<file path="config.mk">
export PLATFORM = sky130hd
export DESIGN_NAME = serial_commanded_pwm_motor_controller_top
export DESIGN_NICKNAME = d
export VERILOG_FILES = /design/src/sv/scpmc_pkg.sv /design/src/sv/serial_commanded_pwm_motor_controller_top.sv /design/src/sv/scpmc_cmd_decode.sv
export SDC_FILE = /design/constraint.sdc
export NUM_CORES = 1
export LEC_CHECK = 0
export BUFFER_PORTS_ARGS = -buffer_cell sky130_fd_sc_hd__buf_2
export CAP_MARGIN = 20
export CORE_MARGIN = 3
export CORE_UTILIZATION = 35
export DETAILED_ROUTE_END_ITERATION = 10
export PLACE_DENSITY = 0.55
export SYNTH_ARGS = -nofsm -noshare
export SYNTH_HDL_FRONTEND = slang
export SYNTH_SLANG_ARGS = --single-unit
</file>
<file path="constraint.sdc">
create_clock -name clk -period 2.66 [get_ports clk]
set_input_delay 0.266 -clock clk [delete_from_list [all_inputs] [get_ports clk]]
set_output_delay 0.266 -clock clk [all_outputs]
set_load 0.02 [all_outputs]
</file>
<file path="src/sv/scpmc_pkg.sv">
// scpmc_pkg: shared types and constants of the serial commanded pwm motor controller
// no dependencies; used by the command decoder, the top level and the port checker
`default_nettype none
package scpmc_pkg;

  localparam logic [1:0] KIND_TICK  = 2'd0;
  localparam logic [1:0] KIND_CMD   = 2'd1;
  localparam logic [1:0] KIND_PULSE = 2'd2;

  localparam logic [7:0] CMD_ESC    = 8'h1B;
  localparam logic [7:0] CMD_DUTY0  = 8'h34;
  localparam logic [7:0] CMD_DUTY1  = 8'h35;
  localparam logic [7:0] CMD_DUTY2  = 8'h36;
  localparam logic [7:0] CMD_DUTY3  = 8'h37;
  localparam logic [7:0] CMD_DUTY4  = 8'h38;
  localparam logic [7:0] CMD_DUTY5  = 8'h39;
  localparam logic [7:0] CMD_TOP    = 8'h2A;
  localparam logic [7:0] CMD_BOTTOM = 8'h23;
  localparam logic [7:0] CMD_ARM    = 8'h30;

  localparam logic [7:0] DUTY_ZERO  = 8'h00;
  localparam logic [7:0] DUTY_20    = 8'h33;
  localparam logic [7:0] DUTY_40    = 8'h66;
  localparam logic [7:0] DUTY_60    = 8'h99;
  localparam logic [7:0] DUTY_80    = 8'hCC;
  localparam logic [7:0] DUTY_FULL  = 8'hFF;

  localparam logic [7:0] LIMIT_RESET = 8'h0A;

  typedef struct packed {
    logic       esc;
    logic       set_duty;
    logic [7:0] duty;
    logic       toggle_top;
    logic       toggle_bottom;
    logic       arm;
  } cmd_t;

endpackage
`default_nettype wire

</file>
<file path="src/sv/serial_commanded_pwm_motor_controller_top.sv">
// latency: a result is valid in the cycle after its input transaction is accepted
// throughput: one transaction per cycle; the controller state feeds a single
// result register, and input is accepted whenever that register is empty or being taken
// reset: synchronous, active high; clears duty, slider, count, arming, enable and the
// result register, sets both directions forward and the revolution limit to 10
// depends on scpmc_pkg and scpmc_cmd_decode
`default_nettype none
module serial_commanded_pwm_motor_controller_top (
  input  wire logic       clk,
  input  wire logic       rst,
  input  wire logic       cfg_wr_en,
  input  wire logic [7:0] cfg_wr_data,
  input  wire logic       in_valid,
  output logic            in_ready,
  input  wire logic [1:0] kind,
  input  wire logic [7:0] command_byte,
  output logic            out_valid,
  input  wire logic       out_ready,
  output logic            motor_enable,
  output logic            top_forward,
  output logic            bottom_forward,
  output logic            send_plus
);

  logic [7:0] revolution_limit;
  logic [7:0] duty_level;
  logic [7:0] pwm_slider;
  logic [7:0] revolution_count;
  logic       counting_armed;
  logic       top_dir;
  logic       bottom_dir;
  logic       enable_reg;

  logic [7:0] duty_level_next;
  logic [7:0] pwm_slider_next;
  logic [7:0] revolution_count_next;
  logic       counting_armed_next;
  logic       top_dir_next;
  logic       bottom_dir_next;
  logic       enable_reg_next;
  logic       send_plus_next;

  scpmc_pkg::cmd_t cmd;
  logic            accept;

  scpmc_cmd_decode u_decode (
    .command_byte (command_byte),
    .cmd          (cmd)
  );

  assign in_ready = !out_valid || out_ready;
  assign accept   = in_valid && in_ready;

  always_comb begin
    duty_level_next       = duty_level;
    pwm_slider_next       = pwm_slider;
    revolution_count_next = revolution_count;
    counting_armed_next   = counting_armed;
    top_dir_next          = top_dir;
    bottom_dir_next       = bottom_dir;
    enable_reg_next       = enable_reg;
    send_plus_next        = 1'b0;
    case (kind)
      scpmc_pkg::KIND_TICK: begin
        if (duty_level == scpmc_pkg::DUTY_ZERO) begin
          enable_reg_next = 1'b0;
        end else if (duty_level == scpmc_pkg::DUTY_FULL) begin
          enable_reg_next = 1'b1;
        end else begin
          enable_reg_next = pwm_slider < duty_level;
          pwm_slider_next = pwm_slider + 8'd1;
        end
      end
      scpmc_pkg::KIND_CMD: begin
        if (cmd.esc) begin
          counting_armed_next   = 1'b0;
          revolution_count_next = '0;
          duty_level_next       = scpmc_pkg::DUTY_ZERO;
          top_dir_next          = 1'b1;
          bottom_dir_next       = 1'b1;
        end
        if (cmd.set_duty) begin
          duty_level_next = cmd.duty;
        end
        if (cmd.toggle_top) begin
          top_dir_next = !top_dir;
        end
        if (cmd.toggle_bottom) begin
          bottom_dir_next = !bottom_dir;
        end
        if (cmd.arm) begin
          counting_armed_next = 1'b1;
        end
      end
      scpmc_pkg::KIND_PULSE: begin
        if (counting_armed) begin
          if (revolution_count < revolution_limit) begin
            revolution_count_next = revolution_count + 8'd1;
            send_plus_next        = 1'b1;
          end else begin
            revolution_count_next = '0;
            duty_level_next       = scpmc_pkg::DUTY_ZERO;
            counting_armed_next   = 1'b0;
          end
        end
      end
      default: begin
        send_plus_next = 1'b0;
      end
    endcase
  end

  always_ff @(posedge clk) begin
    if (rst) begin
      revolution_limit <= scpmc_pkg::LIMIT_RESET;
    end else if (cfg_wr_en) begin
      revolution_limit <= cfg_wr_data;
    end
  end

  always_ff @(posedge clk) begin
    if (rst) begin
      duty_level       <= scpmc_pkg::DUTY_ZERO;
      pwm_slider       <= '0;
      revolution_count <= '0;
      counting_armed   <= 1'b0;
      top_dir          <= 1'b1;
      bottom_dir       <= 1'b1;
      enable_reg       <= 1'b0;
    end else if (accept) begin
      duty_level       <= duty_level_next;
      pwm_slider       <= pwm_slider_next;
      revolution_count <= revolution_count_next;
      counting_armed   <= counting_armed_next;
      top_dir          <= top_dir_next;
      bottom_dir       <= bottom_dir_next;
      enable_reg       <= enable_reg_next;
    end
  end

  // result register
  always_ff @(posedge clk) begin
    if (rst) begin
      out_valid <= 1'b0;
    end else if (accept) begin
      out_valid <= 1'b1;
    end else if (out_ready) begin
      out_valid <= 1'b0;
    end
  end

  always_ff @(posedge clk) begin
    if (accept) begin
      motor_enable   <= enable_reg_next;
      top_forward    <= top_dir_next;
      bottom_forward <= bottom_dir_next;
      send_plus      <= send_plus_next;
    end
  end

endmodule
`default_nettype wire

</file>
<file path="src/sv/scpmc_cmd_decode.sv">
// scpmc_cmd_decode: turns a received command byte into a set of control strobes
// depends on scpmc_pkg
`default_nettype none
module scpmc_cmd_decode (
  input  wire logic [7:0]     command_byte,
  output scpmc_pkg::cmd_t     cmd
);

  always_comb begin
    cmd = '0;
    unique case (command_byte)
      scpmc_pkg::CMD_ESC: begin
        cmd.esc = 1'b1;
      end
      scpmc_pkg::CMD_DUTY0: begin
        cmd.set_duty = 1'b1;
        cmd.duty     = scpmc_pkg::DUTY_ZERO;
      end
      scpmc_pkg::CMD_DUTY1: begin
        cmd.set_duty = 1'b1;
        cmd.duty     = scpmc_pkg::DUTY_20;
      end
      scpmc_pkg::CMD_DUTY2: begin
        cmd.set_duty = 1'b1;
        cmd.duty     = scpmc_pkg::DUTY_40;
      end
      scpmc_pkg::CMD_DUTY3: begin
        cmd.set_duty = 1'b1;
        cmd.duty     = scpmc_pkg::DUTY_60;
      end
      scpmc_pkg::CMD_DUTY4: begin
        cmd.set_duty = 1'b1;
        cmd.duty     = scpmc_pkg::DUTY_80;
      end
      scpmc_pkg::CMD_DUTY5: begin
        cmd.set_duty = 1'b1;
        cmd.duty     = scpmc_pkg::DUTY_FULL;
      end
      scpmc_pkg::CMD_TOP: begin
        cmd.toggle_top = 1'b1;
      end
      scpmc_pkg::CMD_BOTTOM: begin
        cmd.toggle_bottom = 1'b1;
      end
      scpmc_pkg::CMD_ARM: begin
        cmd.arm = 1'b1;
      end
      default: begin
        cmd = '0;
      end
    endcase
  end

endmodule
`default_nettype wire

</file>
== Word-level counts from Yosys, hierarchy flattened ==
Cells that the tools add are included.

* Bits in registers: 41
* Input bits: 23
* Output and inout port bits: 6
* Word-level logic and storage cells: 79

* Add/sub/neg operators: 2
* $lt $le $gt $ge: 2
* Equality and inequality tests: 18
* Muxes and demuxes: 29
* Bitwise logic cells: 2
* Reductions and logical operators: 13

{| class="wikitable"
|+ Operators with widths
! cell !! count
|-
| $eq A8 B6 Y1 const B || 9
|-
| $pmux W9 S6 || 1
|-
| $mux W8 || 6
|-
| $pmux W8 S2 || 2
|-
| $mux W1 || 19
|-
| $add A8 B1 Y8 const B || 2
|-
| $lt A8 B8 Y1 || 2
|-
| $eq A8 B5 Y1 const B || 1
|-
| $eq A8 B8 Y1 const B || 1
|-
| $logic_not A8 Y1 || 1
|-
| $reduce_and A4 Y1 || 2
|-
| $ne A2 B2 Y1 const B || 3
|-
| $ne A3 B3 Y1 const B || 2
|-
| $reduce_and A5 Y1 || 1
|-
| $reduce_bool A2 Y1 || 2
|-
| $logic_not A1 Y1 || 3
|-
| $reduce_and A3 Y1 || 1
|-
| $eq A2 B1 Y1 const B || 1
|-
| $eq A2 B2 Y1 const B || 1
|-
| $logic_not A2 Y1 || 1
|-
| $not A1 Y1 || 2
|-
| $pmux W1 S2 || 1
|-
| $logic_and A1 B1 Y1 || 1
|-
| $logic_or A1 B1 Y1 || 1
|}

== Logic depth before layout (Yosys ltp) ==
* Depth after elaboration: 5
* Gate-level depth with buffers: 8
* Mapped depth without buffers: 7

== Modules after synthesis ==
From an unflattened synthesis, not the netlist that was laid out.

* Cells, all modules: 275
* Area, all modules: 2443.6 um^2

{| class="wikitable"
|+ Modules (own cells, without submodules)
! module !! instances !! cells each !! area each (um^2) !! sequential area each (um^2)
|-
| serial_commanded_pwm_motor_controller_top || 1 || 249 || 2260.9 || 860.8
|-
| scpmc_cmd_decode || 1 || 26 || 182.7 || 0.0
|}

== Worst setup path before layout ==
Ideal clock, no wire load.

* Path type: flip-flop to flip-flop
* From: register out_valid
* To: register duty_level[3]
* Library setup time: 72 ps
* Arrival time: 1755 ps
* Required time: 2588 ps
* Setup slack: 833 ps
* Cell stages (with the launch flop): 7
* Path buffers: 0
* Period minus slack after synthesis: 1827 ps
* Cells stage by stage: dfxtp_1 nand2b_1 nand2_1 inv_1 o21ai_0 nor3_1 mux2i_1

* Longest elaborated chain between the ends: 4

{| class="wikitable"
|+ RTL lines
! what !! RTL line !! RTL
|-
| start, declared || serial_commanded_pwm_motor_controller_top.sv:17 || <nowiki>output logic out_valid,</nowiki>
|-
| start signal, assigned || serial_commanded_pwm_motor_controller_top.sv:144 || <nowiki>out_valid <= 1'b0;</nowiki>
|-
| start signal, assigned || serial_commanded_pwm_motor_controller_top.sv:146 || <nowiki>out_valid <= 1'b1;</nowiki>
|-
| start signal, assigned || serial_commanded_pwm_motor_controller_top.sv:148 || <nowiki>out_valid <= 1'b0;</nowiki>
|-
| $logic_not A1 Y1 || serial_commanded_pwm_motor_controller_top.sv:51 || <nowiki>assign in_ready = !out_valid || out_ready;</nowiki>
|-
| $logic_or A1 B1 Y1 || serial_commanded_pwm_motor_controller_top.sv:51 ||
|-
| net in_ready || serial_commanded_pwm_motor_controller_top.sv:14 || <nowiki>output logic in_ready,</nowiki>
|-
| $logic_and A1 B1 Y1 || serial_commanded_pwm_motor_controller_top.sv:52 || <nowiki>assign accept = in_valid && in_ready;</nowiki>
|-
| net accept || serial_commanded_pwm_motor_controller_top.sv:44 || <nowiki>logic accept;</nowiki>
|-
| $reduce_and A5 Y1 (no source line) || - ||
|-
| end signal, assigned || serial_commanded_pwm_motor_controller_top.sv:123 || <nowiki>duty_level <= scpmc_pkg::DUTY_ZERO;</nowiki>
|-
| end signal, assigned || serial_commanded_pwm_motor_controller_top.sv:131 || <nowiki>duty_level <= duty_level_next;</nowiki>
|-
| end, declared || serial_commanded_pwm_motor_controller_top.sv:26 || <nowiki>logic [7:0] duty_level;</nowiki>
|}

The timed path passes the listed nets, and every way through them passes these cells.
A chain may end at the register's enable or synchronous reset.

== Final worst setup path ==
* From: register revolution_limit[7]
* To: register revolution_count[7]

* Longest elaborated chain between the ends: 4

{| class="wikitable"
|+ RTL lines
! what !! RTL line !! RTL
|-
| start, declared || serial_commanded_pwm_motor_controller_top.sv:25 || <nowiki>logic [7:0] revolution_limit;</nowiki>
|-
| start signal, assigned || serial_commanded_pwm_motor_controller_top.sv:115 || <nowiki>revolution_limit <= scpmc_pkg::LIMIT_RESET;</nowiki>
|-
| start signal, assigned || serial_commanded_pwm_motor_controller_top.sv:117 || <nowiki>revolution_limit <= cfg_wr_data;</nowiki>
|-
| $lt A8 B8 Y1 || serial_commanded_pwm_motor_controller_top.sv:97 || <nowiki>if (revolution_count < revolution_limit) begin</nowiki>
|-
| $mux W8 || serial_commanded_pwm_motor_controller_top.sv:97 ||
|-
| $mux W8 || serial_commanded_pwm_motor_controller_top.sv:96 || <nowiki>if (counting_armed) begin</nowiki>
|-
| $pmux W8 S2 || serial_commanded_pwm_motor_controller_top.sv:63 || <nowiki>case (kind)</nowiki>
|-
| end signal, assigned || serial_commanded_pwm_motor_controller_top.sv:133 || <nowiki>revolution_count <= revolution_count_next;</nowiki>
|-
| end, declared || serial_commanded_pwm_motor_controller_top.sv:28 || <nowiki>logic [7:0] revolution_count;</nowiki>
|}

Every way passes these cells. The select of a mux whose other input is x is not followed.

==> qor.txt <==
dominant cell type by area after synthesis = dfxtp_1
worst endpoint required time = 2.87 ns
share of cells above drive strength 1 = 15.81%
Post-synth EDFFs = 4
CP max FO = 13
Largest regs = pwm_slider: 8 flops, revolution_count: 8 flops, revolution_limit: 8 flops
Setup TNS Final = 0 ns
largest family of logic cells by synthesized area = simple AND/OR/NAND/NOR gates
largest net degree at the start of global routing = 29
combinational share of power = 9.1%
Post-CTS Hold Buffers = 0
CTS tree = yes
power density over the cells = 434.3 nW/um2
Core Area = 5709 um2
M3 GR Usage = 4.809%
placer congestion estimate = 0.8147
top post-synthesis cells by area = dfxtp_1, ha_1, edfxtp_1, nand2_1, nor2_1
Clock power frac = 36.7%
Flop pwr share = 54.1%
num ports = 29
synthesized area = 2145 um2
die area = 7102 um2
Slew @ Worst Pin = 0.7866 ns
storage element area = 780.7 um2
CTS clk-pin slew, worst paths = 0.08 ns
setup ws final = 0.6121 ns
RSZ-0062 raised after global routing = false
Post-DRT Antenna Nets = 0
Skew-Pair Late Insertion Delay = 0.30 ns
post-CTS setup buffer count = 0
clock buffer depth = 2
Int Power = 0.7916 mW
Post-route DRC = 0
Slew Limit Headroom = 47.13%
all-layer global routing usage = 14.57%
Min Clock Period, post-route = 2.048 ns
part of the Yosys area used for sequential elements = 36.41%
vias in the first global route = 1877
first-pass GRT wire length = 8438 um
area fraction of the dominant cell type after synthesis = 30.81%
met1 track demand over resource = 18.61%
WP data arrival = 2.26 ns
Cell variety after synth = 48
Die X = 84.28 um
Switch Pwr = 0.2729 mW
H-tree levels = 2
Max-cap violations = 0
post-synthesis adder-cell area fraction = 9.335%
Hold Vio Cnt, Final = 0
height of the die = 84.28 um
hpwl dp = 3588 um
Post-Syn Area per Cell = 8.280 um2
multiplexer area fraction after synthesis = 4.667%
Root Buffer = clkbuf_8
Clock Skews = 0.01165 ns
starting density of the core = 37.56%
Post-Synth Simple-Gate Area = 28.41%
cell count after synthesis = 259
Static Leak = 0.9401 nW
Slew Limit Fails = 0
ANT cells = 0
synthesis-to-finish area growth = 14.29%
row cnt = 27
GR peak layer = met2
Sink Count = 37
IO Port Bufs = 28
Syn Nets = 298
VDD IR max = 0.2370 mV
Post-synth ARST share = 0%
most common cell after layout, fill and taps aside = dfxtp_1
CTS buffer count = 5
post-CTS resize count = 0
Primary FF master, synth = dfxtp_1
via count = 1919
fmax = 488.3 MHz
starting DRC count in detailed routing = 71
run status = completed
post-synthesis compound-gate area fraction = 13.83%
DRT Pass-1 Iters = 4
routed len/inst = 13.24 um
fillcell total = 572
CP Class = reg2reg
xor/xnor share of the synthesized area = 2.859%
antenna violations before repair = 0
final WL = 4806 um
NumNets Final = 329
period utilisation layout = 76.99%
Critical Path Sink Type = flop
class of the worst hold path = in2reg
final setup violation count = 0
commonest cells after routing, fill and taps aside = dfxtp_1, nand2_1, buf_2, nor2_1, inv_1
crit start category = flop
met2 usage = 22.74%
yosys warns = 0
area of the multi-input gates = 1267 um2
setup slack at placement = 0.6072 ns
Yosys reg bits = 37
sw frac = 25.64%
gr ovfl total = 0
vias per cell = 5.287
[routing by layer]
layer	part of all wire, %	wire, um
met1	48	2323
met4	1.5	74
met3	4.9	234
met2	45	2175
met5	0	0
[worst paths after layout]
kind / from / endpoint / slack (ns) / cells past startpoint
worst min register to register: duty_level[4] / duty_level[4] / 0.48 / 2
worst min-delay path: cfg_wr_data[3] / revolution_limit[3] / 0.19 / 3
worst max register to register: revolution_limit[7] / revolution_count[7] / 0.61 / 8
worst max-delay path: revolution_limit[7] / revolution_count[7] / 0.61 / 8
[synth_stat cells, types with 3 or more instances]
library cell	instances
a21oi_1	16
a31oi_1	5
and2_1	3
clkbuf_1	4
dfxtp_1	33
edfxtp_1	4
ha_1	16
inv_1	17
mux2i_1	10
nand2_1	28
nand2b_1	5
nand3_1	13
nand3b_1	3
nand4_1	4
nand4b_1	3
nor2_1	27
nor3_1	6
nor4_1	4
o211ai_1	3
o21ai_0	12
o31ai_1	3
or2_2	3
xnor2_1	7
[metrics by stage]
stage          cells  util (%)  hold slack (ns)  cell area (um2)  power (mW)
6_report         363     42.93           0.1944             2451       1.065
5_1_grt          363     42.93           0.1923             2451       1.118
4_1_cts          363     42.93           0.1818             2451       1.082
3_5_place_dp     355     41.49           0.4743             2369      0.6872
3_3_place_gp     355     41.49           0.4687             2369      0.6864
2_1_floorplan    259         -           0.3964             2145      0.6481
[worst max-delay path, cell delays in order, from the launching register on]
cell and delay [ns]:
dfxtp_1 0.33, inv_1 0.05, ha_1 0.20, nor3b_1 0.27, o221ai_1 0.17, a21oi_1 0.36, buf_4 0.27, a21oi_1 0.08
o32ai_1 0.24
[power by group through the flow]
| stage | Sequential [mW] | Combinational [mW] | Clock [mW] |
|---|---|---|---|
| 3_3_place_gp | 0.589 | 0.0970 | 0 |
| 5_1_grt | 0.577 | 0.110 | 0.431 |
| 2_1_floorplan | 0.592 | 0.0563 | 0 |
| 6_report | 0.576 | 0.0972 | 0.391 |
| 4_1_cts | 0.577 | 0.0980 | 0.407 |
| 3_5_place_dp | 0.590 | 0.0977 | 0 |
[cell families (layout without fill, tap and decap cells)]
family,count (synthesis),count (layout)
multiplexers,10,10
AND/OR/NAND/NOR,115,115
adder cells (fa/ha/maj),16,16
flip-flops,37,37
AO/OA/AOI/OAI,49,49
buffers and inverters,25,57
XOR/XNOR,7,7
[cell type report]
type	instances	area share [%]
inverter	18	2.757
timing repair buffer	31	6.636
multi-input combinational	197	51.71
clock buffer	6	2.961
tap	72	3.675
sequential	37	31.85
clock inverter	2	0.4084
(Power assumes the default switching activity.)
